**config.mk**
```make
export PLATFORM = sky130hd
export DESIGN_NAME = fpa_div_cell
export DESIGN_NICKNAME = d
export VERILOG_FILES = /design/src/rtl/fixed_point_alu_q24_8_core_macros.svh /design/src/rtl/fpa_pkg.sv /design/src/rtl/fpa_div_cell.sv
export SDC_FILE = /design/constraint.sdc
export NUM_CORES = 1
export LEC_CHECK = 0
export ABC_CLOCK_PERIOD_IN_PS = 940
export BUFFER_PORTS_ARGS = -buffer_cell sky130_fd_sc_hd__buf_4
export CAP_MARGIN = 20
export CORE_MARGIN = 8
export CORE_UTILIZATION = 51
export CTS_BUF_LIST = sky130_fd_sc_hd__clkbuf_8
export DETAILED_ROUTE_END_ITERATION = 8
export GPL_TIMING_DRIVEN = 0
export PLACE_DENSITY = 0.93
export SYNTH_ARGS = -nofsm -noshare
export SYNTH_HDL_FRONTEND = slang
export SYNTH_SLANG_ARGS = --single-unit
```
**constraint.sdc**
```tcl
create_clock -name clk -period 0.94 [get_ports clk]
set_input_delay 0.094 -clock clk [delete_from_list [all_inputs] [get_ports clk]]
set_output_delay 0.094 -clock clk [all_outputs]
set_load 0.005 [all_outputs]
```
**src/rtl/fixed_point_alu_q24_8_core_macros.svh**
```systemverilog
// Assertion macros shared by the fixed-point ALU RTL.
// Depends on nothing; the asserting scope provides clk and rst_n.
`ifndef FIXED_POINT_ALU_Q24_8_CORE_MACROS_SVH
`define FIXED_POINT_ALU_Q24_8_CORE_MACROS_SVH
`ifndef SYNTHESIS
`define FPA_ASSERT_IMPLY(name, ante, cons) \
    name: assert property (@(posedge clk) disable iff (!rst_n) (ante) |-> (cons)) \
        else $error("fixed-point ALU assertion failed");
`define FPA_ASSERT_NEXT(name, ante, cons) \
    name: assert property (@(posedge clk) disable iff (!rst_n) (ante) |=> (cons)) \
        else $error("fixed-point ALU assertion failed");
`else
`define FPA_ASSERT_IMPLY(name, ante, cons)
`define FPA_ASSERT_NEXT(name, ante, cons)
`endif
`endif

```
**src/rtl/fpa_pkg.sv**
```systemverilog
// Package for the fixed-point ALU: opcodes, word types and the control record of the divider row.
// Depends on nothing.
`timescale 1ns / 1ps
package fpa_pkg;

    localparam logic [4:0] OP_ADD      = 5'd0;
    localparam logic [4:0] OP_SUB      = 5'd1;
    localparam logic [4:0] OP_NEG      = 5'd2;
    localparam logic [4:0] OP_MUL      = 5'd3;
    localparam logic [4:0] OP_DIV      = 5'd4;
    localparam logic [4:0] OP_GT       = 5'd5;
    localparam logic [4:0] OP_GE       = 5'd6;
    localparam logic [4:0] OP_LT       = 5'd7;
    localparam logic [4:0] OP_LE       = 5'd8;
    localparam logic [4:0] OP_EQ       = 5'd9;
    localparam logic [4:0] OP_NE       = 5'd10;
    localparam logic [4:0] OP_MIN      = 5'd11;
    localparam logic [4:0] OP_MAX      = 5'd12;
    localparam logic [4:0] OP_INC      = 5'd13;
    localparam logic [4:0] OP_DEC      = 5'd14;
    localparam logic [4:0] OP_FROM_INT = 5'd15;
    localparam logic [4:0] OP_TO_INT   = 5'd16;

    typedef struct packed {
        logic [4:0]         cmd;
        logic signed [31:0] operand_a;
        logic signed [31:0] operand_b;
    } in_word_t;

    typedef struct packed {
        logic signed [31:0] result;
        logic               compare_true;
        logic               divide_by_zero;
    } out_word_t;

    typedef struct packed {
        logic               valid;
        logic               is_div;
        logic               div_zero;
        logic               q_neg;
        logic               compare_true;
        logic signed [31:0] result;
    } ctl_t;

endpackage

```
**src/rtl/fpa_div_cell.sv**
```systemverilog
// One cell of the divider row: a restoring step that yields one quotient bit.
// Depends on fpa_pkg.
`timescale 1ns / 1ps
module fpa_div_cell
    import fpa_pkg::*;
#(
    parameter int DW = 40
)
(
    input  logic          clk,
    input  logic          rst_n,
    input  logic          advance,
    input  ctl_t          ctl_in,
    input  logic [31:0]   rem_in,
    input  logic [DW-1:0] dq_in,
    input  logic [31:0]   dvs_in,
    output ctl_t          ctl_out,
    output logic [31:0]   rem_out,
    output logic [DW-1:0] dq_out,
    output logic [31:0]   dvs_out
);

    logic [32:0]   trial;
    logic [32:0]   diff;
    logic          q_bit;
    ctl_t          ctl_reg;
    logic [31:0]   rem_reg;
    logic [31:0]   rem_next;
    logic [DW-1:0] dq_reg;
    logic [DW-1:0] dq_next;
    logic [31:0]   dvs_reg;

    assign trial    = {rem_in, dq_in[DW-1]};
    assign diff     = trial - {1'b0, dvs_in};
    assign q_bit    = (trial >= {1'b0, dvs_in});
    assign rem_next = q_bit ? diff[31:0] : trial[31:0];
    assign dq_next  = {dq_in[DW-2:0], q_bit};

    always_ff @(posedge clk or negedge rst_n)
    begin
        if (!rst_n)
        begin
            ctl_reg <= '0;
            rem_reg <= '0;
            dq_reg  <= '0;
            dvs_reg <= '0;
        end
        else if (advance)
        begin
            ctl_reg <= ctl_in;
            rem_reg <= rem_next;
            dq_reg  <= dq_next;
            dvs_reg <= dvs_in;
        end
    end

    assign ctl_out = ctl_reg;
    assign rem_out = rem_reg;
    assign dq_out  = dq_reg;
    assign dvs_out = dvs_reg;

endmodule

```
==> out/metrics.csv, run 1 <==
metric,value,unit
cts_buffer_depth,2,
holdBufCountCts,133,
root_buffer,clkbuf_8,
synth_edf_count,0,
cts_setup_buffers,87,
cts_resized,218,
synthesis.area,7340,um2
place.port_buffers,283,
start_util,51.3,%
clock-sinks,141,
htreeDepth,4,
dpl.hpwl,18700,um
die_x,136,um
ioPinCount,285,
postSynthCellCount,656,
haltStage,clock tree synthesis,
ys_seq_area_share,48.1,%
ys.warnings.count,0,
gp_congestion,0.936,
fp-row-count,44,
fp.dieH,136,um
yosys.cell_types.count,54,
synth.ff_latch_count,141,
synthFlopType,dfrtp_1,
synth_fp_nets,833,
avgSynthCellArea,11.2,um2
cts_buffers,17,
status,stopped before the end,
error,[ERROR DPL-0033] detailed placement checks failed during check placement.,
synth-async-reset-ratio,100,%
==> Yosys cell counts, types with 2 or more instances <==
cell type  number  share of area (%)
o211ai_1        3               0.31
buf_4           3               0.31
nor2_1         50                2.6
nand2_1        42                2.1
mux2i_1        19                2.6
a2bb2oi_1       3               0.36
a21o_1         10                1.0
a31oi_1        13                1.1
xor2_1          5               0.60
and3_1          3               0.26
a221oi_1        2               0.24
a21oi_2         2               0.24
o31ai_1         2               0.20
ha_1           32                5.5
buf_2           4               0.27
mux2_2        110                 17
o21ai_0        21                1.4
nand4_1         7               0.60
nor3_1          2               0.14
a21o_2          2               0.24
o21bai_1        5               0.51
nand3_1         7               0.48
o41ai_1         3               0.36
a21oi_1        50                3.4
xnor2_1        21                2.5
inv_1          41                2.1
dfrtp_1       141                 48
nor2b_1         2               0.17
o21a_1          6               0.61
clkbuf_1       21                1.1
==> kinds of logic after synthesis <==
logic type      Yosys count  share of synthesized area (%)
fa+ha+maj                33                           5.73
buf+inv                  71                           3.96
xor+xnor                 26                           3.10
compound gates          133                           12.2
simple gates            123                           7.50
mux                     129                           19.5
flops                   141                           48.1
==> stage by stage <==
step	utilization [%]	setup TNS (ns)	cell area [um2]	setup WS, ns	instances
2_1_floorplan	-	-36.75	8160	-1.17	656
3_3_place_gp	73.5	-172.21	10500	-1.59	1123
3_5_place_dp	73.7	-59.27	10500	-1.66	1124
==> run 2, diff against run 1 <==
Settings changed: CORE_UTILIZATION 51 to 40, CTS_BUF_LIST sky130_fd_sc_hd__clkbuf_8 to not set, PLACE_DENSITY 0.93 to not set, PLACE_DENSITY_LB_ADDON set to 0.15.
==> run 2 against run 1 <==
Effect of this change:
- the flow now finishes, with violations (hold timing, setup timing)
- synthesized cell count unchanged
- area after synthesis unchanged
==> out/metrics.csv, run 2 <==
metric,value,unit,change
slew_violations,0,,
drive_gt1_share,54.1,%,
fillers,983,,
arrival,2.38,ns,
synthMuxAreaShare,19.5,%,unchanged
place_inst,1169,,was 1124
synthSimpleGateAreaFrac,7.50,%,unchanged
final_common_cell,buf_4,,
crit_end,rem_out[22],,
pre_cts_slack,-1.66,ns,about the same
violations,"hold timing, setup timing",,
fin_skew,0,ns,
drt_iter0_drc,328,,
cts_buffer_depth,2,,unchanged
multi_input_area,4340,um2,
synthAdderAreaFrac,5.73,%,unchanged
grt_pass1_vias,7919,,
gp_congestion,0.886,,was 0.936
hold_viol_final,59,,
hp-class,input pin to async pin,,
area_growth,96.4,%,
core_region_area,18000,um2,
avgSynthCellArea,11.2,um2,unchanged
antenna_found_initial,1,,
max_slew.worst_pin.slew,0.701,ns,
drc,0,,
hold_slack,-0.351,ns,
cellLeakagePower,6.83,nW,
critPathMaxFanout,5,,
r2r-end,dvs_out[15],,
finalSetupViolCount,182,,
fin_nets,1384,,
synth_most_common_cell,dfrtp_1,,unchanged
cts_buffers,17,,unchanged
cp-start-kind,input pin,,
peakVddDrop,1.22,mV,
root_buffer,clkbuf_16,,was clkbuf_8
fp.dieH,151,um,was 136 um
yosysTopAreaCell,dfrtp_1,,unchanged
first_pass_iters,5,,
ys_seq_area_share,48.1,%,unchanged
seqPwrFrac,33.3,%,
insertion_delay,0.42,ns,
ys.warnings.count,0,,unchanged
postSynthCellCount,656,,unchanged
synth.top_cells.by_area,"dfrtp_1, mux2_2, ha_1",,unchanged
crit_required,1.22,ns,
status,"complete, but fails checks",,was stopped before the end
htreeDepth,4,,unchanged
swShare,29.5,%,
cts_tree,yes,,
pwr-share-comb,35.9,%,
ant_nets,0,,
rr_startpoint,dvs_out[15],,
p_int,15.7,mW,
synth-async-reset-ratio,100,%,unchanged
die_x,151,um,was 136 um
setup_slack,-1.16,ns,
period_needed,2.10,ns,
grt_max_degree,84,,
crit_path_start,dvs_in[13],,
synth_top_cell_area_share,48.1,%,unchanged
max_freq,0.477,GHz,
synthesis.area,7340,um2,unchanged
fin_util,80.2,%,
largest_reg_flops,40,,
relSlewSlack,53.3,%,
cap_viol_max_count,0,,
r2r_setup_slack,-0.11,ns,
start_util,40.9,%,was 51.3%
synthFlopType,dfrtp_1,,unchanged
r2r_cells,3,,
crit_path_end_kind,register,,
grt_pass1_wl,43100,um,
grtUsageTotal,24.4,%,
p_sw,6.57,mW,
mostFrequentLayoutCells,"buf_4, buf_6, dfrtp_1",,
p_clk_share,30.8,%,
grt_setup_unrepaired,true,,
via_per_inst,5.11,,
pwr_density_cell,1550,nW/um2,
synth_top_family_by_area,multiplexers,,unchanged
clock-sinks,141,,unchanged
seq_area,3530,um2,
wire_per_inst,20.8,um,
dpl.hpwl,18000,um,was 18700 um
yosys.area_share.xor_xnor,3.10,%,unchanged
place.port_buffers,283,,unchanged
grt_overflow,0,,
synth_compound_area_share,12.2,%,unchanged
setup.worst_path.class,input pin to register,,
finalWirelength,30200,um,
die-area,22900,um2,
synth_edf_count,0,,unchanged
fp-row-count,49,,was 44
yosys.cell_types.count,54,,unchanged
ioPinCount,285,,unchanged
vias,7411,,
fin_crit_sh,223,%,
cts.clk_slew.worst_paths,0.07,ns,
synth_fp_nets,833,,unchanged
synth.top_cells.by_count,"dfrtp_1, mux2_2, a21oi_1, nor2_1, nand2_1",,unchanged
fin_cells,1449,,
synth.ff_latch_count,141,,unchanged
run 2: cell counts after synthesis:
No cell type changed its count.
run 2: layout make-up:
class,count,share of cell area [%]
clock inverter,14,1.11
tap,229,1.99
buffer,26,2.79
sequential,141,24.5
antenna,1,0.0174
multi-input combinational,444,30.1
clock buffer,17,2.95
inverter,42,1.37
timing repair buffer,535,35.2
run 2: worst max-delay path: stages:
cell      delay [ns]
buf_4           0.11
inv_1           0.08
ha_4            0.22
buf_4           0.15
a21oi_1         0.23
o221ai_1        0.24
a211oi_4        0.38
buf_4           0.21
o211ai_1        0.12
a21oi_1         0.20
xnor2_1         0.10
mux2i_1         0.15
a21oi_1         0.08
run 2: logic make-up after synthesis:
group           count (synthesis)
buf+inv                        71
simple gates                  123
flops                         141
compound gates                133
fa+ha+maj                      33
mux                           129
xor+xnor                       26
run 2: metal layers:
metal	track usage [%]	vias to the layer above	share of wire, %
met3	5.98	51	6.5
met1	27.7	3661	38
li1	-	3424	-
met2	44.0	275	52
met4	8.16	0	2.9
met5	0	-	0
run 2: metrics by stage:
step / hold WS [ns] / total power, mW / setup TNS (ns) / area, um2
after floorplan: -0.202 / 10.2 / -36.75 / 8160
after global placement: 0.325 / 12.7 / -190.28 / 10600
after detailed placement: 0.113 / 12.8 / -62.41 / 10600
after CTS: -0.338 / 21.5 / -46.62 / 13800
after global routing: -0.323 / 23.2 / -55.67 / 14400
final: -0.351 / 22.3 / -47.55 / 14400
run 2: power by group through the flow:
| stage | clock (mW) | sequential, mW | combinational [mW] |
|---|---|---|---|
| 2_1_floorplan | 0 | 7.38 | 2.79 |
| 3_3_place_gp | 0 | 7.31 | 5.35 |
| 3_5_place_dp | 0 | 7.35 | 5.42 |
| 4_1_cts | 6.94 | 7.37 | 7.20 |
| 5_1_grt | 7.21 | 7.50 | 8.48 |
| 6_report | 6.85 | 7.43 | 7.99 |
run 2: how the worst min path moves through the flow:
stage	startpoint	endpoint	slack (ns)	cells past startpoint
after global placement	dq_in[1]	dq_out[2]	0.32	2
after CTS	rst_n	ctl_out[25]	-0.34	1
after global routing	rst_n	ctl_out[25]	-0.32	1
after floorplan	rst_n	ctl_out[0]	-0.20	0
after detailed placement	rst_n	ctl_out[25]	0.11	1
final	rst_n	ctl_out[20]	-0.35	1
run 2: repair_timing:
| item | CTS | global route |
|---|---|---|
| buffers inserted | 67 | 50 |
| setup endpoints to repair | 174 | 177 |
| hold buffers | 130 | 1 |
| endpoints found under the hold margin | 189 | 60 |
| pin swaps | 21 | 22 |
| gates cloned | 3 | 1 |
| resized for setup | 206 | 39 |
Power figures use the tool's default switching activity.
==> run 3, diff against run 2 <==
Settings changed: BUFFER_PORTS_ARGS -buffer_cell sky130_fd_sc_hd__buf_4 to not set, CORE_UTILIZATION 40 to 64, DONT_BUFFER_PORTS set to 1.
==> run 3 against run 2 <==
Effect of this change:
- the flow now stops in global routing
- synthesized cell count unchanged
- area after synthesis unchanged
==> out/metrics.csv, run 3 <==
metric,value,unit,change
status,stopped before the end,,"was complete, but fails checks"
haltStage,global routing,,
error,"[ERROR DPL-0038] Utilization greater than 100%, impossible to legalize",,
die_x,123,um,was 151 um
dpl.hpwl,15700,um,was 18000 um
yosysTopAreaCell,dfrtp_1,,unchanged
synth_top_cell_area_share,48.1,%,unchanged
synth.ff_latch_count,141,,unchanged
cts_buffer_depth,2,,unchanged
root_buffer,clkbuf_16,,unchanged
postSynthCellCount,656,,unchanged
place.port_buffers,0,,was 283
synth_fp_nets,833,,unchanged
clock-sinks,141,,unchanged
endpoint_type,register data pin,,
fp.dieH,123,um,was 151 um
fp-row-count,39,,was 49
pre_cts_slack,-1.43,ns,was -1.66 ns
synth_edf_count,0,,unchanged
synthFlopType,dfrtp_1,,unchanged
ys_seq_area_share,48.1,%,unchanged
grt_max_degree,142,,
start_util,64.8,%,was 40.9%
synth.top_cells.by_area,"dfrtp_1, mux2_2, ha_1",,unchanged
yosys.cell_types.count,54,,unchanged
synth-async-reset-ratio,100,%,unchanged
htreeDepth,4,,unchanged
synth_most_common_cell,dfrtp_1,,unchanged
place_inst,799,,was 1169
ys.warnings.count,0,,unchanged
synth.top_cells.by_count,"dfrtp_1, mux2_2, a21oi_1, nor2_1, nand2_1",,unchanged
ioPinCount,285,,unchanged
cts_buffers,17,,unchanged
synthesis.area,7340,um2,unchanged
grt-worst-endpoint,rem_out[28]$_DFFE_PN0P_/D,,
avgSynthCellArea,11.2,um2,unchanged
gp_congestion,0.947,,was 0.886
[run 3: per-stage QoR]
step                cell area [um2]  setup TNS, ns
floorplan                      8160         -36.75
global placement               8340         -52.12
detailed placement             8340         -54.43
CTS                           11000         -27.30
[run 3: logic make-up after synthesis]
group                    after synthesis  share of synthesized area [%]
adder cells (fa/ha/maj)               33                           5.73
flip-flops                           141                           48.1
XOR/XNOR                              26                           3.10
multiplexers                         129                           19.5
buffers and inverters                 71                           3.96
AND/OR/NAND/NOR                      123                           7.50
AO/OA/AOI/OAI                        133                           12.2
[run 3: timing repair]
action / 4_1_cts
setup buffers: 41
pin swaps: 19
hold endpoints to repair: 279
gates cloned: 3
resized for setup: 74
setup endpoints to repair: 54
hold buffers: 138
