### src/rtl/fixed_point_alu_q24_8_core_macros.svh
// Assertion macros shared by the fixed-point ALU RTL.
// Depends on nothing; the asserting scope provides clk and rst_n.
`ifndef FIXED_POINT_ALU_Q24_8_CORE_MACROS_SVH
`define FIXED_POINT_ALU_Q24_8_CORE_MACROS_SVH
`ifndef SYNTHESIS
`define FPA_ASSERT_IMPLY(name, ante, cons) \
    name: assert property (@(posedge clk) disable iff (!rst_n) (ante) |-> (cons)) \
        else $error("fixed-point ALU assertion failed");
`define FPA_ASSERT_NEXT(name, ante, cons) \
    name: assert property (@(posedge clk) disable iff (!rst_n) (ante) |=> (cons)) \
        else $error("fixed-point ALU assertion failed");
`else
`define FPA_ASSERT_IMPLY(name, ante, cons)
`define FPA_ASSERT_NEXT(name, ante, cons)
`endif
`endif

### src/rtl/fpa_pkg.sv
// Package for the fixed-point ALU: opcodes, word types and the control record of the divider row.
// Depends on nothing.
`timescale 1ns / 1ps
package fpa_pkg;

    localparam logic [4:0] OP_ADD      = 5'd0;
    localparam logic [4:0] OP_SUB      = 5'd1;
    localparam logic [4:0] OP_NEG      = 5'd2;
    localparam logic [4:0] OP_MUL      = 5'd3;
    localparam logic [4:0] OP_DIV      = 5'd4;
    localparam logic [4:0] OP_GT       = 5'd5;
    localparam logic [4:0] OP_GE       = 5'd6;
    localparam logic [4:0] OP_LT       = 5'd7;
    localparam logic [4:0] OP_LE       = 5'd8;
    localparam logic [4:0] OP_EQ       = 5'd9;
    localparam logic [4:0] OP_NE       = 5'd10;
    localparam logic [4:0] OP_MIN      = 5'd11;
    localparam logic [4:0] OP_MAX      = 5'd12;
    localparam logic [4:0] OP_INC      = 5'd13;
    localparam logic [4:0] OP_DEC      = 5'd14;
    localparam logic [4:0] OP_FROM_INT = 5'd15;
    localparam logic [4:0] OP_TO_INT   = 5'd16;

    typedef struct packed {
        logic [4:0]         cmd;
        logic signed [31:0] operand_a;
        logic signed [31:0] operand_b;
    } in_word_t;

    typedef struct packed {
        logic signed [31:0] result;
        logic               compare_true;
        logic               divide_by_zero;
    } out_word_t;

    typedef struct packed {
        logic               valid;
        logic               is_div;
        logic               div_zero;
        logic               q_neg;
        logic               compare_true;
        logic signed [31:0] result;
    } ctl_t;

endpackage

### src/rtl/fpa_front.sv
// Entry stage of the fixed-point ALU: all single-step operations, the multiplier and divider setup.
// Depends on fpa_pkg.
`timescale 1ns / 1ps
module fpa_front
    import fpa_pkg::*;
#(
    parameter int FRAC_BITS = 8,
    localparam int DW = 32 + FRAC_BITS
)
(
    input  logic          clk,
    input  logic          rst_n,
    input  logic          advance,
    input  logic          take,
    input  in_word_t      word,
    output ctl_t          ctl,
    output logic [31:0]   rem,
    output logic [DW-1:0] dq,
    output logic [31:0]   dvs
);

    localparam logic [31:0] FracMask = (32'd1 << FRAC_BITS) - 32'd1;

    logic signed [31:0] a;
    logic signed [31:0] b;
    logic signed [63:0] prod;
    logic signed [31:0] a_adj;
    logic [31:0]        a_mag;
    logic [31:0]        b_mag;
    ctl_t               ctl_reg;
    ctl_t               ctl_next;
    logic [DW-1:0]      dq_reg;
    logic [31:0]        dvs_reg;

    assign a     = word.operand_a;
    assign b     = word.operand_b;
    assign prod  = a * b;
    assign a_adj = a + (a[31] ? $signed(FracMask) : 32'sd0);
    assign a_mag = a[31] ? (32'd0 - a) : a;
    assign b_mag = b[31] ? (32'd0 - b) : b;

    always_comb
    begin
        ctl_next              = '0;
        ctl_next.valid        = take;
        ctl_next.is_div       = (word.cmd == OP_DIV);
        ctl_next.div_zero     = (word.cmd == OP_DIV) && (b == 32'sd0);
        ctl_next.q_neg        = a[31] ^ b[31];
        unique case (word.cmd)
            OP_ADD:      ctl_next.result = a + b;
            OP_SUB:      ctl_next.result = a - b;
            OP_NEG:      ctl_next.result = -a;
            OP_MUL:      ctl_next.result = prod[FRAC_BITS +: 32];
            OP_GT:       ctl_next.compare_true = (a > b);
            OP_GE:       ctl_next.compare_true = (a >= b);
            OP_LT:       ctl_next.compare_true = (a < b);
            OP_LE:       ctl_next.compare_true = (a <= b);
            OP_EQ:       ctl_next.compare_true = (a == b);
            OP_NE:       ctl_next.compare_true = (a != b);
            OP_MIN:      ctl_next.result = (a < b) ? a : b;
            OP_MAX:      ctl_next.result = (a < b) ? b : a;
            OP_INC:      ctl_next.result = a + 32'sd1;
            OP_DEC:      ctl_next.result = a - 32'sd1;
            OP_FROM_INT: ctl_next.result = a <<< FRAC_BITS;
            OP_TO_INT:   ctl_next.result = a_adj >>> FRAC_BITS;
            default:     ctl_next.result = 32'sd0;
        endcase
    end

    always_ff @(posedge clk or negedge rst_n)
    begin
        if (!rst_n)
        begin
            ctl_reg <= '0;
            dq_reg  <= '0;
            dvs_reg <= '0;
        end
        else if (advance)
        begin
            ctl_reg <= ctl_next;
            dq_reg  <= {a_mag, {FRAC_BITS{1'b0}}};
            dvs_reg <= b_mag;
        end
    end

    assign ctl = ctl_reg;
    assign rem = 32'd0;
    assign dq  = dq_reg;
    assign dvs = dvs_reg;

endmodule

### config.mk
export PLATFORM = sky130hd
export DESIGN_NAME = fpa_front
export DESIGN_NICKNAME = d
export VERILOG_FILES = /design/src/rtl/fixed_point_alu_q24_8_core_macros.svh /design/src/rtl/fpa_pkg.sv /design/src/rtl/fpa_front.sv
export SDC_FILE = /design/constraint.sdc
export NUM_CORES = 2
export LEC_CHECK = 0
export BUFFER_PORTS_ARGS = -buffer_cell sky130_fd_sc_hd__buf_2
export CELL_PAD_IN_SITES_DETAIL_PLACEMENT = 2
export CELL_PAD_IN_SITES_GLOBAL_PLACEMENT = 2
export CORE_MARGIN = 3
export CORE_UTILIZATION = 36
export CTS_BUF_LIST = sky130_fd_sc_hd__clkbuf_2 sky130_fd_sc_hd__clkbuf_4 sky130_fd_sc_hd__clkbuf_8
export CTS_CLUSTER_SIZE = 20
export DETAILED_ROUTE_END_ITERATION = 10
export PLACE_DENSITY = 0.88
export SYNTH_ARGS = -nofsm -noshare
export SYNTH_HDL_FRONTEND = slang
export SYNTH_SLANG_ARGS = --single-unit
### constraint.sdc
create_clock -name clk -period 3.45 [get_ports clk]
set_clock_uncertainty 0.1 [all_clocks]
set_input_delay 0.69 -clock clk [delete_from_list [all_inputs] [get_ports clk]]
set_output_delay 0.69 -clock clk [all_outputs]
set_load 0.01 [all_outputs]
==> results of run 1 <==
-- stage by stage --
step | hold WS, ns | utilization (%) | instance area, sq um
after floorplan | 0.294 | - | 36100
after global placement | 0.371 | 45.5 | 43400
after detailed placement | 0.393 | 45.5 | 43400
after CTS | 0.0819 | 48.6 | 46300
-- routing by layer --
| layer | overflow | global-route usage [%] |
|---|---|---|
| met5 | 0 | 40.9 |
| met1 | 0 | 77.0 |
| met3 | 2 | 66.4 |
| met2 | 107 | 92.0 |
| met4 | 114 | 79.9 |
-- what timing repair did --
item,in CTS
endpoints found under the setup margin,65
setup buffers,50
pin swaps,159
gates cloned,8
resized for setup,536
-- cell families after synthesis --
kind of cell / count (synthesis)
and+or+nand+nor: 1295
buffers and inverters: 1002
adders and majority gates: 892
AOI/OAI and AO/OA: 566
xor gates and xnor gates: 240
DFF: 101
muxes: 19
other: 1
==> impl_metrics.xml, run 1 <==
<?xml version="1.0" encoding="UTF-8"?>
<metrics>
  <group name="run_status">
    <metric name="run_status" unit="">did not finish</metric>
    <metric name="stopped_at" unit="">global routing</metric>
    <metric name="log_error" unit="">[ERROR GRT-0232] Routing congestion too high. Check the congestion heatmap in the GUI.</metric>
  </group>
  <group name="logic_synthesis">
    <metric name="async_reset_ff_share" unit="%">100</metric>
    <metric name="synth_sequential_area_ratio" unit="%">7.28</metric>
    <metric name="share_of_the_synthesized_area_in_compound_gates_ao_oa_aoi_oai" unit="%">10.7</metric>
    <metric name="netlist_top_cells_count" unit="">inv_1 (686), fa_1 (644), nand2_1 (418)</metric>
    <metric name="synthesis.area_per_instance" unit="sq um">8.44</metric>
    <metric name="ys_warn_count" unit="">0</metric>
    <metric name="syn_inst" unit="">4116</metric>
    <metric name="synth_edf_count" unit="">0</metric>
    <metric name="syn_area" unit="sq um">34700</metric>
    <metric name="ys_seq_elements" unit="">101</metric>
    <metric name="synth_mux_area_share" unit="%">0.573</metric>
    <metric name="library_cells_used_by_synthesis" unit="">79</metric>
    <metric name="yosys.area_share.adder" unit="%">46.1</metric>
    <metric name="netlist_top_cells_area" unit="">fa_1 (37%), ha_1 (8.9%), inv_1 (7.4%), dfrtp_1 (7.3%), and2_1 (5.4%)</metric>
    <metric name="synth_top_family_by_area" unit="">adder cells</metric>
    <metric name="ys.flop_type" unit="">dfrtp_1</metric>
    <metric name="post_synth_and_or_nand_nor_area_fraction" unit="%">18.0</metric>
    <metric name="synth_xor_area_share" unit="%">6.05</metric>
    <metric name="synthDominantCellAreaShare" unit="%">37.1</metric>
    <metric name="post-synth-top-count-cell" unit="">inv_1</metric>
    <metric name="yosys.area.top_type" unit="">fa_1</metric>
  </group>
  <group name="clocking">
    <metric name="cts_hold_buffers" unit="">0</metric>
    <metric name="ctsLongestPathBuffers" unit="">2</metric>
    <metric name="number_of_buffers_added_by_the_clock_tree_synthesis_step" unit="">9</metric>
    <metric name="cts_max_level" unit="">3</metric>
    <metric name="ctsRootBufferMaster" unit="">clkbuf_8</metric>
    <metric name="numClockSinks" unit="">101</metric>
  </group>
  <group name="placed_design">
    <metric name="pre_cts_ws" unit="ns">-5.33</metric>
    <metric name="number_of_placed_instances_with_taps_included" unit="">6116</metric>
    <metric name="dp.final_hpwl" unit="um">189000</metric>
    <metric name="gpl.final_weighted_congestion" unit="">1.02</metric>
    <metric name="portBuffers" unit="">173</metric>
  </group>
  <group name="global_routing">
    <metric name="grt_overflow_total" unit="">223</metric>
    <metric name="maximum_number_of_pins_on_one_net_before_global_route_repair" unit="">134</metric>
    <metric name="grt_antenna_before_repair" unit="">57</metric>
    <metric name="total_routing_usage_gr" unit="%">78.3</metric>
  </group>
  <group name="floorplan">
    <metric name="initial_core_utilization" unit="%">36.4</metric>
    <metric name="die_h" unit="um">317</metric>
    <metric name="i_o_pin_total" unit="">214</metric>
    <metric name="chipWidth" unit="um">317</metric>
    <metric name="placementRows" unit="">113</metric>
  </group>
  <group name="timing">
    <metric name="worstEndpointType" unit="">sequential cell input</metric>
    <metric name="timing.grt.repair.worst_endpoint" unit="">ctl[30]$_DFFE_PN0P_/D</metric>
  </group>
</metrics>
==> run 2: changes to the inputs <==
- CELL_PAD_IN_SITES_DETAIL_PLACEMENT: 2 -> not set
- CELL_PAD_IN_SITES_GLOBAL_PLACEMENT: 2 -> not set
- CORE_UTILIZATION: 36 -> 21
- CTS_BUF_LIST: sky130_fd_sc_hd__clkbuf_2 sky130_fd_sc_hd__clkbuf_4 sky130_fd_sc_hd__clkbuf_8 -> not set
- CTS_CLUSTER_SIZE: 20 -> not set
- PLACE_DENSITY: 0.88 -> not set
- PLACE_DENSITY_LB_ADDON: not set -> 0.15
==> run 2 against run 1 <==
The flow now finishes, with violations (negative setup slack); synthesized cell count did not move; area after synthesis did not move.
==> impl_metrics.xml, run 2 <==
<?xml version="1.0" encoding="UTF-8"?>
<metrics>
  <group name="placed_design">
    <metric name="portBuffers" unit="">173</metric>
    <metric name="pre_cts_ws" unit="ns">-5.10</metric>
    <metric name="dp.final_hpwl" unit="um">151000</metric>
    <metric name="gpl.final_weighted_congestion" unit="">0.909</metric>
  </group>
  <group name="logic_synthesis">
    <metric name="synth_edf_count" unit="">0</metric>
    <metric name="netlist_top_cells_area" unit="">fa_1 (37%), ha_1 (8.9%), inv_1 (7.4%), dfrtp_1 (7.3%), and2_1 (5.4%)</metric>
    <metric name="async_reset_ff_share" unit="%">100</metric>
    <metric name="ys_warn_count" unit="">0</metric>
    <metric name="ys_seq_elements" unit="">101</metric>
    <metric name="yosys.area.top_type" unit="">fa_1</metric>
    <metric name="ys.flop_type" unit="">dfrtp_1</metric>
    <metric name="syn_inst" unit="">4116</metric>
    <metric name="synthDominantCellAreaShare" unit="%">37.1</metric>
    <metric name="synth_sequential_area_ratio" unit="%">7.28</metric>
    <metric name="synthesis.area_per_instance" unit="sq um">8.44</metric>
    <metric name="syn_area" unit="sq um">34700</metric>
    <metric name="post-synth-top-count-cell" unit="">inv_1</metric>
    <metric name="library_cells_used_by_synthesis" unit="">79</metric>
    <metric name="netlist_top_cells_count" unit="">inv_1 (686), fa_1 (644), nand2_1 (418)</metric>
  </group>
  <group name="global_routing">
    <metric name="grt_antenna_before_repair" unit="">18</metric>
    <metric name="total_routing_usage_gr" unit="%">20.8</metric>
    <metric name="maximum_number_of_pins_on_one_net_before_global_route_repair" unit="">134</metric>
    <metric name="grt_overflow_total" unit="">0</metric>
    <metric name="via_count_of_the_first_global_routing_pass" unit="">34600</metric>
    <metric name="wire_length_of_the_first_global_routing_pass" unit="um">254000</metric>
  </group>
  <group name="finish">
    <metric name="final_cell_mix" unit="">buf_4 (779), inv_1 (647), fa_1 (579), nand2_1 (410), nor2_1 (290)</metric>
    <metric name="fill_cells" unit="">17600</metric>
    <metric name="finish.utilization" unit="%">29.7</metric>
    <metric name="multiInputGateArea" unit="sq um">30800</metric>
    <metric name="area_growth_syn_to_layout" unit="%">39.7</metric>
    <metric name="nNetsFinal" unit="">5930</metric>
    <metric name="most_common_cell_after_layout_fill_and_taps_aside" unit="">buf_4</metric>
    <metric name="sequential_cell_area" unit="sq um">2530</metric>
    <metric name="largest_register_ffs" unit="">37</metric>
    <metric name="final_layout_size_suffix_gt1_share" unit="%">31.1</metric>
  </group>
  <group name="timing">
    <metric name="layout_worst_path_cycle_share" unit="%">215</metric>
    <metric name="setup_viol_count_final" unit="">43</metric>
    <metric name="tns" unit="ns">-117.29</metric>
    <metric name="timing.final.ws_setup" unit="ns">-3.98</metric>
    <metric name="final-hold-violation-count" unit="">0</metric>
    <metric name="slew_headroom" unit="%">49.9</metric>
    <metric name="worst_hold_slack" unit="ns">0.225</metric>
    <metric name="rsz0062_at_grt" unit="">yes</metric>
    <metric name="tightestPinTransition" unit="ns">0.743</metric>
    <metric name="max_clock_freq" unit="MHz">135</metric>
    <metric name="report.final.slew_viol_count" unit="">0</metric>
    <metric name="post-route-min-period" unit="ns">7.43</metric>
  </group>
  <group name="floorplan">
    <metric name="placementRows" unit="">148</metric>
    <metric name="chipWidth" unit="um">413</metric>
    <metric name="initial_core_utilization" unit="%">21.2</metric>
    <metric name="core_region_area" unit="sq um">164000</metric>
    <metric name="i_o_pin_total" unit="">214</metric>
    <metric name="floorplan.die_area" unit="sq um">170000</metric>
    <metric name="die_h" unit="um">413</metric>
  </group>
  <group name="clocking">
    <metric name="cts_max_level" unit="">3</metric>
    <metric name="clock_tree_from_tritoncts" unit="">done</metric>
    <metric name="ctsRootBufferMaster" unit="">clkbuf_16</metric>
    <metric name="number_of_buffers_added_by_the_clock_tree_synthesis_step" unit="">9</metric>
    <metric name="clk-insertion-delay-late" unit="ns">0.43</metric>
    <metric name="cts_hold_buffers" unit="">0</metric>
    <metric name="path_clk_slew" unit="ns">0.09</metric>
    <metric name="numClockSinks" unit="">101</metric>
    <metric name="ctsLongestPathBuffers" unit="">2</metric>
  </group>
  <group name="run_status">
    <metric name="run_status" unit="">finished with violations</metric>
    <metric name="violations" unit="">negative setup slack</metric>
  </group>
  <group name="route">
    <metric name="firstDrtPassIters" unit="">6</metric>
    <metric name="routed_via_density" unit="">4.45</metric>
    <metric name="drt-initial-drc-count" unit="">2205</metric>
    <metric name="antenna_left" unit="">0</metric>
    <metric name="routed_wl" unit="um">177000</metric>
    <metric name="vias" unit="">31800</metric>
    <metric name="detail_route.drc_violations" unit="">0</metric>
    <metric name="wire_per_inst" unit="um">24.8</metric>
  </group>
  <group name="setup_path">
    <metric name="worst-path-stages" unit="">28</metric>
    <metric name="crit_path_top_delay_cell" unit="">fa_2</metric>
    <metric name="worstSetupEndpointType" unit="">flip-flop</metric>
    <metric name="critical_path_required" unit="ns">3.65</metric>
    <metric name="regToRegSetupSlack" unit="ns">1.26</metric>
    <metric name="reg2reg_from" unit="">ctl[31]</metric>
    <metric name="worstPathBufferInverterCount" unit="">10</metric>
    <metric name="arrival" unit="ns">7.63</metric>
    <metric name="rr_endpoint" unit="">ctl[31]</metric>
    <metric name="reg2regPathDepth" unit="">6</metric>
    <metric name="critical_path_peak_fanout" unit="">6</metric>
    <metric name="worst_setup_start_kind" unit="">input pin</metric>
    <metric name="worstSetupEndpoint" unit="">ctl[29]</metric>
    <metric name="crit_path_max_incr_delay" unit="ns">0.61</metric>
    <metric name="timing.setup.critical_path_class" unit="">input pin to flip-flop</metric>
    <metric name="timing.critical_path.mode_cell" unit="">fa_1</metric>
    <metric name="path_delay_family" unit="">adder cells</metric>
    <metric name="critical_path.startpoint" unit="">word[46]</metric>
  </group>
  <group name="job">
    <metric name="cap_viol_max_count" unit="">0</metric>
  </group>
  <group name="worst_hold_path">
    <metric name="hold_path.class" unit="">input pin to asynchronous set/reset pin</metric>
  </group>
</metrics>
## run 2: cell counts after synthesis
Identical to the previous run, type by type.
## run 2: cells by family (layout without fill, tap and decap cells)
logic type	count (synthesis)	count (layout)	share of synthesized area, %
other cells	1	48	0.0108
mux	19	19	0.573
flops	101	101	7.28
simple gates	1295	1295	18.0
fa+ha+maj	892	892	46.1
xor+xnor	240	240	6.05
buf+inv	1002	1817	11.3
compound gates	566	566	10.7
## run 2: layout make-up
cell class                      count  area share [%]
Antenna cell                        8          0.0413
Clock buffer                        9           0.464
Clock inverter                      7           0.268
Inverter                          714            5.74
Multi-Input combinational cell   3052            63.5
Sequential cell                   101            5.21
Tap cell                         2175            5.61
Timing Repair Buffer             1087            19.2
## run 2: metrics by stage
step                      std cells  cell area (sq um)
after floorplan                4155              36100
after global placement         7059              44700
after detailed placement       7059              44700
after CTS                      7117              47200
after global routing           7145              48500
final                          7153              48500
## run 2: routing by layer
metal  routed length [um]  global-route usage, %  vias to the layer above
li1                     -                      -                    14500
met1                82600                   29.1                    16400
met2                82900                   34.5                      775
met3                 7870                   2.34                      135
met4                 3880                   4.25                        6
met5                   43                      0                        -
## run 2: how the worst min path moves through the flow
stage                     endpoint
after floorplan             ctl[0]
after global placement      ctl[1]
after detailed placement    ctl[9]
after CTS                   dq[39]
after global routing        dq[39]
final                       dq[39]
## run 2: repair_timing
action                                 CTS  global route
gates cloned                             2             3
endpoints found under the hold margin    0             0
setup buffers                           44            37
resized for setup                      392           227
setup endpoints to repair               63            51
pin swaps                              130           152
Power of run 2 is not shown: default switching activity piles up to over one toggle a cycle in this logic, so the estimate is an artifact.
