[src/rtl/fixed_point_alu_q24_8_core_macros.svh]
// Assertion macros shared by the fixed-point ALU RTL.
// Depends on nothing; the asserting scope provides clk and rst_n.
`ifndef FIXED_POINT_ALU_Q24_8_CORE_MACROS_SVH
`define FIXED_POINT_ALU_Q24_8_CORE_MACROS_SVH
`ifndef SYNTHESIS
`define FPA_ASSERT_IMPLY(name, ante, cons) \
    name: assert property (@(posedge clk) disable iff (!rst_n) (ante) |-> (cons)) \
        else $error("fixed-point ALU assertion failed");
`define FPA_ASSERT_NEXT(name, ante, cons) \
    name: assert property (@(posedge clk) disable iff (!rst_n) (ante) |=> (cons)) \
        else $error("fixed-point ALU assertion failed");
`else
`define FPA_ASSERT_IMPLY(name, ante, cons)
`define FPA_ASSERT_NEXT(name, ante, cons)
`endif
`endif

[src/rtl/fpa_pkg.sv]
// Package for the fixed-point ALU: opcodes, word types and the control record of the divider row.
// Depends on nothing.
`timescale 1ns / 1ps
package fpa_pkg;

    localparam logic [4:0] OP_ADD      = 5'd0;
    localparam logic [4:0] OP_SUB      = 5'd1;
    localparam logic [4:0] OP_NEG      = 5'd2;
    localparam logic [4:0] OP_MUL      = 5'd3;
    localparam logic [4:0] OP_DIV      = 5'd4;
    localparam logic [4:0] OP_GT       = 5'd5;
    localparam logic [4:0] OP_GE       = 5'd6;
    localparam logic [4:0] OP_LT       = 5'd7;
    localparam logic [4:0] OP_LE       = 5'd8;
    localparam logic [4:0] OP_EQ       = 5'd9;
    localparam logic [4:0] OP_NE       = 5'd10;
    localparam logic [4:0] OP_MIN      = 5'd11;
    localparam logic [4:0] OP_MAX      = 5'd12;
    localparam logic [4:0] OP_INC      = 5'd13;
    localparam logic [4:0] OP_DEC      = 5'd14;
    localparam logic [4:0] OP_FROM_INT = 5'd15;
    localparam logic [4:0] OP_TO_INT   = 5'd16;

    typedef struct packed {
        logic [4:0]         cmd;
        logic signed [31:0] operand_a;
        logic signed [31:0] operand_b;
    } in_word_t;

    typedef struct packed {
        logic signed [31:0] result;
        logic               compare_true;
        logic               divide_by_zero;
    } out_word_t;

    typedef struct packed {
        logic               valid;
        logic               is_div;
        logic               div_zero;
        logic               q_neg;
        logic               compare_true;
        logic signed [31:0] result;
    } ctl_t;

endpackage

[src/rtl/fpa_out_buf.sv]
// Result stage: final quotient sign and selection, output register and skid register.
// Depends on fpa_pkg.
`timescale 1ns / 1ps
module fpa_out_buf
    import fpa_pkg::*;
(
    input  logic        clk,
    input  logic        rst_n,
    input  ctl_t        ctl,
    input  logic [31:0] quot,
    output logic        advance,
    output logic        valid,
    input  logic        stall,
    output out_word_t   word
);

    out_word_t fin;
    out_word_t out_word_reg;
    out_word_t out_word_next;
    out_word_t skid_word_reg;
    logic      out_valid_reg;
    logic      out_valid_next;
    logic      skid_valid_reg;
    logic      skid_valid_next;
    logic      take;
    logic      load_out;

    always_comb
    begin
        fin = '0;
        fin.compare_true = ctl.compare_true;
        if (ctl.is_div)
        begin
            fin.divide_by_zero = ctl.div_zero;
            if (ctl.div_zero)
            begin
                fin.result = 32'sd0;
            end
            else
            begin
                fin.result = ctl.q_neg ? $signed(32'd0 - quot) : $signed(quot);
            end
        end
        else
        begin
            fin.result = ctl.result;
        end
    end

    assign advance  = !skid_valid_reg;
    assign take     = ctl.valid && advance;
    assign load_out = !out_valid_reg || !stall;

    always_comb
    begin
        out_valid_next  = out_valid_reg;
        skid_valid_next = skid_valid_reg;
        out_word_next   = out_word_reg;
        priority if (load_out && skid_valid_reg)
        begin
            out_valid_next  = 1'b1;
            skid_valid_next = 1'b0;
            out_word_next   = skid_word_reg;
        end
        else if (load_out)
        begin
            out_valid_next = take;
            out_word_next  = fin;
        end
        else if (take)
        begin
            skid_valid_next = 1'b1;
        end
        else
        begin
            skid_valid_next = skid_valid_reg;
        end
    end

    always_ff @(posedge clk or negedge rst_n)
    begin
        if (!rst_n)
        begin
            out_valid_reg  <= 1'b0;
            skid_valid_reg <= 1'b0;
        end
        else
        begin
            out_valid_reg  <= out_valid_next;
            skid_valid_reg <= skid_valid_next;
        end
    end

    always_ff @(posedge clk)
    begin
        out_word_reg <= out_word_next;
        if (!load_out && take)
        begin
            skid_word_reg <= fin;
        end
    end

    assign valid = out_valid_reg;
    assign word  = out_word_reg;

endmodule

[config.mk]
export PLATFORM = sky130hd
export DESIGN_NAME = fpa_out_buf
export DESIGN_NICKNAME = d
export VERILOG_FILES = /design/src/rtl/fixed_point_alu_q24_8_core_macros.svh /design/src/rtl/fpa_pkg.sv /design/src/rtl/fpa_out_buf.sv
export SDC_FILE = /design/constraint.sdc
export NUM_CORES = 1
export LEC_CHECK = 0
export BUFFER_PORTS_ARGS = -buffer_cell sky130_fd_sc_hd__buf_2
export CORE_MARGIN = 4
export CORE_UTILIZATION = 53
export CTS_CLUSTER_DIAMETER = 50
export DETAILED_ROUTE_END_ITERATION = 12
export HOLD_SLACK_MARGIN = 0.05
export PLACE_DENSITY_LB_ADDON = 0.3
export SYNTH_ARGS = -nofsm -noshare
export SYNTH_HDL_FRONTEND = slang
export SYNTH_SLANG_ARGS = --single-unit
[constraint.sdc]
create_clock -name clk -period 5.8 [get_ports clk]
set_input_delay 1.16 -clock clk [delete_from_list [all_inputs] [get_ports clk]]
set_output_delay 1.16 -clock clk [all_outputs]
set_load 0.03 [all_outputs]
### Yosys cells after proc, flatten, opt, wreduce, memory -nomap -nowiden

Cells that the tools add are included.

| storage, ports and cells | value |
|---|---|
| flip-flop bits (word level) | 70 |
| latch bits | 0 |
| bits in writable memories | 0 |
| ROM bits | 0 |
| input bits | 72 |
| logic and storage cells | 32 |
| memories kept | 0 |

| cells by class | value |
|---|---|
| add/subtract/negate cells | 1 |
| $mul | 0 |
| divide/modulo/power cells | 0 |
| magnitude comparators | 0 |
| eq/ne operators | 1 |
| shift operators | 0 |
| multiplexer cells | 11 |
| bitwise gates (word level) | 0 |
| reduce and logical (&&, ||, !) cells | 11 |

Operator list:

| cell | count |
|---|---|
| $mux W32 | 3 |
| $mux W34 | 2 |
| $sub A1 B32 Y32 const A | 1 |
| $mux W1 | 6 |
| $logic_not A1 Y1 | 4 |
| $reduce_bool A2 Y1 | 2 |
| $logic_and A1 B1 Y1 | 3 |
| $ne A2 B1 Y1 const B | 1 |
| $reduce_and A2 Y1 | 1 |
| $logic_or A1 B1 Y1 | 1 |

### Logic depth before layout (Yosys ltp)

Gate-level depths: netlist of run 1.

| depth | value |
|---|---|
| depth in word-level cells | 6 |
| gate-level depth with buffers | 7 |

### Worst setup path after synthesis of run 1

No wires, ideal clock.

| timing path | value |
|---|---|
| path kind | in2reg |
| start point | input stall |
| end point | register skid_word_reg[0] in the netlist's numbering (enable) |
| setup time | 0.475 ns |
| arrival | 4.572 ns |
| data required time | 5.325 ns |
| path slack | 0.753 ns |
| cell stages on the path | 2 |
| path through | nand2_1 > nor3b_1 |

| on the way | value |
|---|---|
| word-level cells in the longest chain between the ends | 4 |

Ends and longest elaborated chain:

| element | line | source |
|---|---|---|
| from (decl) | fpa_out_buf.sv:13 | `input logic stall,` |
| $logic_not A1 Y1 | fpa_out_buf.sv:52 | `assign load_out = !out_valid_reg \|\| !stall;` |
| $logic_or A1 B1 Y1 | fpa_out_buf.sv:52 |  |
| $logic_not A1 Y1 | fpa_out_buf.sv:97 | `if (!load_out && take)` |
| $logic_and A1 B1 Y1 | fpa_out_buf.sv:97 |  |
| to (signal assigned) | fpa_out_buf.sv:99 | `skid_word_reg <= fin;` |
| to (decl) | fpa_out_buf.sv:20 | `out_word_t skid_word_reg;` |

Every way passes these cells.
A chain may end at the register's enable or synchronous reset.

==> flow_summary.ini, run 1 <==
[place]
dp.cells = 546
place_hpwl_mm = 6.63
dpl-instance-area_um2 = 4530
gp_congestion = 0.816
port_buffers = 107

[timing]
fmax_ghz = 0.309
skew_ps = 8.09
final_hold_viol_count = 0
rsz0062_at_grt = no
drv_slew = 0
setup_viol = 0
min_period_ps = 3240
finalSetupTns_ps = 0
slew_headroom_pct = 24.2
finalCritPeriodShare_pct = 55.9
worstMarginPinSlew_ps = 1130

[final_layout]
area_growth_pct = 21.5
drive_gt1_share_pct = 34.2
nNetsFinal = 531
final_common_cell = buf_2
fin_area_um2 = 4740
final_cells = 561
mostFrequentLayoutCells = 107 x buf_2, 68 x edfxtp_1, 48 x nand2_1
num_antenna_cells = 0
post-route-util_pct = 65.7

[floorplanning]
initial_core_util_pct = 54.1
core_area_um2 = 7210
dieWidth_um = 93.8
io_pins = 108
die_y_um = 93.8
std_cell_rows = 31
die-area_um2 = 8790

[cts]
post_cts_resized = 0
numCtsBuffers = 9
cts_tree = done
cts_hold_buf = 0
clk_path_buf_depth = 2
clk_pin_slew_ps = 70
h-tree-depth = 3
root_buffer = clkbuf_8
cts_setup_buffers = 0
clkSinkCount = 70
insertion_delay_ps = 340

[routing]
drt_pre_antenna_iters = 5
route.vias.total = 3212
antenna_left = 0
drc_errors = 0
drt-total-wl_mm = 9.71
vias_per_cell = 5.73
drt_iter0_markers = 231
routedWlPerCell_um = 17.3

[logic_synthesis]
netlist-cell-type-count = 56
async_reset_ff_share_pct = 2.86
yosysWarnings = 0
synth_flop_cell = edfxtp_1
synthCells = 354
syn-num-nets = 427
yosys.area.top_type = edfxtp_1
ys_seq_area_share_pct = 53.6
yosys-top-cells-area = edfxtp_1 52%, nand2_1 4.8%, nor2_1 3.9%
syn_area_um2 = 3900
synth.ff_latch_count = 70
synth_edf_count = 68
netlist.area_leader.share_pct = 52.4
avgSynthCellArea_um2 = 11.0

[worst_setup_path]
r2r_slack_ps = 3070
r2r_cells = 3
cp.required_ps = 5890
rr_startpoint = valid$_DFFE_PN0P_
start_kind = primary input
r2r_end = word[20]$_DFFE_PP_
cp-end-kind = flop
crit_arrival_ps = 3330
critPathKind = primary input to flop
startpoint = stall
cp-endpoint = word[20]$_DFFE_PP_
cp_max_fo = 53

[grt]
antenna_found_initial = 0
grt_start_max_net_pins = 54
gr-total-overflow = 0
grt_pass1_vias = 3068
grt_first_pass_wirelength_mm = 14.9
grt_util_all_layers_pct = 21.8

[worst_hold_path]
hp-class = flop to flop
min_path_cells = 2

[job]
cap_violations = 0

[power]
powerDensity_nw_per_um2 = 277
peakVddDrop_v = 0.000138
p_leak_nw = 1.90

[status]
status = finished, final reports clean
-- cell families (layout without fill, tap and decap cells) --
kind of cell / Yosys count / after routing / share of synthesized area, %
and+or+nand+nor: 147 / 147 / 19.4
DFF: 70 / 70 / 53.6
xor gates and xnor gates: 17 / 17 / 3.82
buffers and inverters: 23 / 131 / 2.21
adders and majority gates: 1 / 1 / 0.321
muxes: 21 / 21 / 6.03
AOI/OAI and AO/OA: 75 / 75 / 14.6
-- area by class of cell --
cell class                      instances  area, µm²
Inverter                                7       26.3
Tap cell                               99        124
Clock buffer                            9        124
Fill cell                             585       2480
Sequential cell                        70       2090
Timing Repair Buffer                  109        551
Clock inverter                          6       86.3
Multi-Input combinational cell        261       1730
-- cell usage after synthesis (3+ instances only) --
library cell	count
nand3_1	8
nand2_1	50
mux2i_1	7
a22o_1	7
xnor2_1	8
nor4_1	8
o21ai_0	13
or3_1	5
xor2_1	9
a41oi_1	3
clkbuf_1	14
a31oi_1	18
nor3_1	5
a21oi_1	7
mux2_2	12
o2bb2ai_1	3
o41ai_2	5
inv_1	6
nor2_1	41
edfxtp_1	68
and2_1	6
o31ai_1	8
-- routing by layer --
layer  track usage [%]  vias to the layer above  wire [µm]
met5                 0                        -          0
li1                  -                     1556          -
met3              4.49                       14        661
met4              6.86                        0        153
met1              28.9                     1522       4210
met2              35.8                      120       4680
-- worst min path at each step --
stage / startpoint / endpoint / slack (ps)
after global placement: skid_word_reg[1]$_DFFE_PP_ / word[1]$_DFFE_PP_ / 500
after CTS: skid_word_reg[1]$_DFFE_PP_ / word[1]$_DFFE_PP_ / 520
after detailed placement: skid_word_reg[1]$_DFFE_PP_ / word[1]$_DFFE_PP_ / 510
after floorplan: skid_word_reg[1]$_DFFE_PP_ / word[1]$_DFFE_PP_ / 480
after global routing: skid_word_reg[1]$_DFFE_PP_ / word[1]$_DFFE_PP_ / 550
final: skid_word_reg[1]$_DFFE_PP_ / word[1]$_DFFE_PP_ / 520
-- worst max-delay path, stage by stage --
cell and delay [ps]:
buf_2 110, nand2_2 670, nand2_2 820, mux2_4 540
-- power by group --
part           internal (mW)  switching (mW)
sequential             0.610          0.0109
clock                  0.240           0.187
combinational         0.0877           0.175
-- metrics by stage --
step | setup slack (ps) | total power [mW] | hold WS [ps]
6_report | 2560 | 1.31 | 516
2_1_floorplan | 753 | 0.801 | 484
4_1_cts | 2530 | 1.32 | 522
3_5_place_dp | 2160 | 0.893 | 506
5_1_grt | 2320 | 1.36 | 549
3_3_place_gp | 2230 | 0.888 | 495
(Power assumes the default switching activity.)
==> run 2, diff against run 1 <==
==> constraint.sdc (replaced) <==
create_clock -name clk -period 3 [get_ports clk]
set_input_delay 0.6 -clock clk [delete_from_list [all_inputs] [get_ports clk]]
set_output_delay 0.6 -clock clk [all_outputs]
set_load 0.03 [all_outputs]
==> flow_summary.ini, run 2 (synthesis gave the netlist of run 1 again) <==
[job]
cap_violations = 0

[final_layout]
final_common_cell = buf_2
num_antenna_cells = 0
mostFrequentLayoutCells = 107 x buf_2, 68 x edfxtp_1, 48 x nand2_1
drive_gt1_share_pct = 35.0
area_growth_pct = 22.5
nNetsFinal = 540
fin_area_um2 = 4780

[grt]
gr-total-overflow = 0
grt_first_pass_wirelength_mm = 16.0
grt_util_all_layers_pct = 23.8
grt_start_max_net_pins = 54
grt_pass1_vias = 3253
antenna_found_initial = 0

[worst_setup_path]
critPathKind = primary input to flop
cp_max_fo = 6
cp.required_ps = 3090
cp-end-kind = flop
r2r_cells = 3
r2r_slack_ps = 1200
r2r_end = skid_word_reg[29]$_DFFE_PP_
crit_arrival_ps = 2440
start_kind = primary input
rr_startpoint = valid$_DFFE_PN0P_

[status]
status = finished, final reports clean

[place]
port_buffers = 107
dpl-instance-area_um2 = 4610
place_hpwl_mm = 7.19
gp_congestion = 0.874

[timing]
drv_slew = 0
skew_ps = 9.67
fmax_ghz = 0.425
final_hold_viol_count = 0
slew_headroom_pct = 56.0
min_period_ps = 2350
worstMarginPinSlew_ps = 660
rsz0062_at_grt = no
setup_viol = 0
finalSetupTns_ps = 0
finalCritPeriodShare_pct = 78.4

[floorplanning]
std_cell_rows = 31
io_pins = 108
die-area_um2 = 8790
initial_core_util_pct = 54.1
core_area_um2 = 7210
dieWidth_um = 93.8
die_y_um = 93.8

[power]
p_sw_share_pct = 30.1
seqPwrFrac_pct = 50.6
p_sw_mw = 0.713
power_frac_comb_pct = 22.1
power.internal_mw = 1.66
peakVddDrop_v = 0.000308
p_leak_nw = 1.93
clkPwrFrac_pct = 27.3
powerDensity_nw_per_um2 = 496

[routing]
drc_errors = 0
antenna_left = 0
drt-total-wl_mm = 10.1
vias_per_cell = 5.76
routedWlPerCell_um = 17.6
route.vias.total = 3290
drt_iter0_markers = 239
drt_pre_antenna_iters = 5

[worst_hold_path]
min_to = skid_word_reg[1]$_DFFE_PP_
min_from = ctl[32]
hp-class = primary input to flop
min_path_cells = 1

[cts]
clk_pin_slew_ps = 70
cts_tree = done
numCtsBuffers = 9
post_cts_resized = 0
cts_setup_buffers = 0
clk_path_buf_depth = 2
h-tree-depth = 3
clkSinkCount = 70
insertion_delay_ps = 340
root_buffer = clkbuf_8
-- run 2: cell count changes in the layout (fill, tap and decap cells not counted), sizes merged --
| cell | previous run | this run |
|---|---|---|
| clkbuf | 9 | 12 |
| inv | 7 | 6 |
| bufinv | 2 | 0 |
| clkinvlp | 0 | 1 |
| dlygate4sd3 | 0 | 1 |
| buf | 109 | 117 |
-- run 2: what timing repair did --
action / in CTS / in global routing
hold endpoints to repair: 2 / 0
setup endpoints to repair: 0 / 0
hold buffers: 1 / 0
-- run 2: cell type report --
class                           instances  area, µm²
Clock buffer                           12        135
Timing Repair Buffer                  118        633
Inverter                                7       26.3
Fill cell                             586       2440
Sequential cell                        70       2090
Clock inverter                          4       26.3
Tap cell                               99        124
Multi-Input combinational cell        261       1740
-- run 2: layer usage --
| layer | vias to the layer above | part of all wire [%] | GRT usage (%) |
|---|---|---|---|
| li1 | 1573 | - | - |
| met1 | 1572 | 42 | 31.0 |
| met2 | 125 | 49 | 39.1 |
| met3 | 20 | 6.5 | 5.53 |
| met4 | 0 | 2.3 | 7.70 |
| met5 | - | 0 | 0 |
-- run 2: power groups by stage --
stage | Clock (mW) | Combinational (mW) | Sequential, mW
2_1_floorplan | 0 | 0.208 | 1.34
3_3_place_gp | 0 | 0.511 | 1.22
3_5_place_dp | 0 | 0.520 | 1.22
4_1_cts | 0.662 | 0.524 | 1.20
5_1_grt | 0.713 | 0.566 | 1.21
6_report | 0.648 | 0.523 | 1.20
-- run 2: per-stage QoR --
| stage | hold WS (ps) | utilization, % | instances | power, mW | setup slack [ps] |
|---|---|---|---|---|---|
| 3_5_place_dp | 387 | 63.8 | 554 | 1.74 | 311 |
| 6_report | 455 | 66.2 | 571 | 2.37 | 649 |
| 2_1_floorplan | 304 | - | 354 | 1.55 | 163 |
| 5_1_grt | 441 | 66.2 | 571 | 2.48 | 595 |
| 3_3_place_gp | 384 | 63.8 | 554 | 1.73 | 385 |
| 4_1_cts | 446 | 66.2 | 571 | 2.39 | 663 |
-- run 2: how the worst max path moves through the flow --
| stage | from | slack, ps | endpoint | cells after the start |
|---|---|---|---|---|
| 2_1_floorplan | stall | 160 | skid_word_reg[0]$_DFFE_PP_ | 2 |
| 3_3_place_gp | quot[0] | 390 | word[20]$_DFFE_PP_ | 8 |
| 3_5_place_dp | quot[0] | 310 | word[20]$_DFFE_PP_ | 8 |
| 4_1_cts | quot[0] | 660 | word[20]$_DFFE_PP_ | 8 |
| 5_1_grt | quot[0] | 600 | word[20]$_DFFE_PP_ | 8 |
| 6_report | quot[0] | 650 | word[20]$_DFFE_PP_ | 8 |
-- run 2: critical path, stage by stage --
cell      delay (ps)
buf_2            130
inv_1             70
ha_1             180
nor3b_2          330
nand4_4          180
o2111a_1         290
or3_4            390
mux2_4           260
==> run 3, diff against run 2 <==
--- a/config.mk
+++ b/config.mk
@@ -7,7 +7,7 @@
 export LEC_CHECK = 0
 export BUFFER_PORTS_ARGS = -buffer_cell sky130_fd_sc_hd__buf_2
 export CORE_MARGIN = 4
-export CORE_UTILIZATION = 53
+export CORE_UTILIZATION = 48
 export CTS_CLUSTER_DIAMETER = 50
 export DETAILED_ROUTE_END_ITERATION = 12
 export HOLD_SLACK_MARGIN = 0.05
==> constraint.sdc (replaced) <==
create_clock -name clk -period 2.1 [get_ports clk]
set_input_delay 0.42 -clock clk [delete_from_list [all_inputs] [get_ports clk]]
set_output_delay 0.42 -clock clk [all_outputs]
set_load 0.03 [all_outputs]
==> flow_summary.ini, run 3 (synthesis gave the netlist of run 1 again) <==
[place]
place_hpwl_mm = 7.91
gp_congestion = 0.834
port_buffers = 107
place_ws_ps = -257
dp.cells = 607

[worst_setup_path]
rr_startpoint = valid$_DFFE_PN0P_
crit_path_cell_trace = buf_2, inv_1, ha_2, nor3b_4, nand3_1, o31ai_1, mux2i_1, a31oi_1
r2r_cells = 4
r2r_slack_ps = 630
crit_arrival_ps = 2090
cpMaxStageDelayCell = o31ai_1
start_kind = primary input
crit_path_max_incr_delay_ps = 350
cp.required_ps = 2180
critPathKind = primary input to flop
cp-end-kind = flop
cp_max_fo = 3
r2r_end = word[31]$_DFFE_PP_

[timing]
finalCritPeriodShare_pct = 95.9
worstMarginPinSlew_ps = 514
finalWorstSetupSlack_ps = 85.3
fmax_ghz = 0.496
setup_viol = 0
rsz0062_at_grt = no
drv_slew = 0
final_hold_viol_count = 0
slew_headroom_pct = 65.8
min_period_ps = 2010
skew_ps = 6.50

[worst_hold_path]
hp-class = primary input to flop
min_from = ctl[32]
min_to = skid_word_reg[1]$_DFFE_PP_
min_path_cells = 1

[grt]
antenna_found_initial = 0
grt_util_all_layers_pct = 23.1
grt_pass1_vias = 3619
gr-total-overflow = 0
grt_first_pass_wirelength_mm = 17.8
grt_start_max_net_pins = 54

[floorplanning]
dieWidth_um = 98.1
die_y_um = 98.1
io_pins = 108
die-area_um2 = 9630
core_area_um2 = 7810
initial_core_util_pct = 50.0
std_cell_rows = 32

[routing]
vias_per_cell = 5.63
drc_errors = 0
drt-total-wl_mm = 11.1
routedWlPerCell_um = 17.8
drt_pre_antenna_iters = 5
route.vias.total = 3512
antenna_left = 0
drt_iter0_markers = 255

[cts]
numCtsBuffers = 9
cts_setup_buffers = 0
h-tree-depth = 3
clk_path_buf_depth = 2
clk_pin_slew_ps = 80
root_buffer = clkbuf_8
cts_tree = done
clkSinkCount = 70
insertion_delay_ps = 330

[status]
status = finished, final reports clean

[final_layout]
num_antenna_cells = 0
drive_gt1_share_pct = 42.3
post-route-util_pct = 67.3
nNetsFinal = 590
mostFrequentLayoutCells = 107 x buf_2, 68 x edfxtp_1, 58 x buf_4
final_cells = 624
final_common_cell = buf_2
area_growth_pct = 34.7

[job]
cap_violations = 0

[power]
p_leak_nw = 2.21
powerDensity_nw_per_um2 = 708
peakVddDrop_v = 0.000352
## run 3: worst max path at each step
stage	end	start	cells past startpoint	slack [ps]
6_report	word[28]$_DFFE_PP_	quot[1]	8	90
5_1_grt	word[28]$_DFFE_PP_	quot[1]	8	10
3_3_place_gp	word[18]$_DFFE_PP_	quot[1]	9	-200
3_5_place_dp	word[18]$_DFFE_PP_	quot[1]	9	-260
4_1_cts	word[18]$_DFFE_PP_	quot[1]	9	90
2_1_floorplan	word[20]$_DFFE_PP_	quot[1]	7	4
## run 3: repair_timing
item	in CTS	in global routing
endpoints found under the setup margin	0	2
hold buffers	1	0
resized for setup	0	1
hold endpoints to repair	2	0
## run 3: layout make-up
type	count	area [µm²]
repair buffers	168	1020
clock buffers	12	165
fillers	605	2550
clock inverters	4	52.6
inverters	7	26.3
well taps	102	128
flip-flops and latches	70	2090
multi-input cells	261	1770
## run 3: report_power, final
group	total (mW)	leakage (nW)	switching (mW)	internal (mW)
Sequential	1.72	0.689	0.0330	1.68
Combinational	0.828	1.41	0.516	0.312
Clock	1.18	0.113	0.528	0.651
Total	3.72	2.21	1.08	2.65
## run 3: worst max-delay path, delay by kind of cell
kind / cells / cell delay (ps)
AO/OA/AOI/OAI: 2 / 480
adder cells (fa/ha/maj): 1 / 200
buffers and inverters: 2 / 170
multiplexers: 1 / 320
AND/OR/NAND/NOR: 2 / 500
## run 3: metal layers
| metal | global-route usage, % | routed length, µm | vias up | part of all wire (%) |
|---|---|---|---|---|
| met1 | 29.9 | 4570 | 1678 | 41 |
| met3 | 4.07 | 823 | 17 | 7.4 |
| met2 | 39.2 | 5520 | 147 | 50 |
| li1 | - | - | 1670 | - |
| met5 | 0 | 0 | - | 0 |
| met4 | 7.98 | 211 | 0 | 1.9 |
## run 3: per-stage QoR
step	hold slack [ps]	TNS [ps]	cell area, µm²	power, mW
after floorplan	124	0	3940	2.22
after global routing	276	0	5260	3.88
after global placement	204	-3270	5020	2.54
final	283	0	5260	3.72
after detailed placement	209	-4440	5020	2.56
after CTS	275	0	5250	3.73
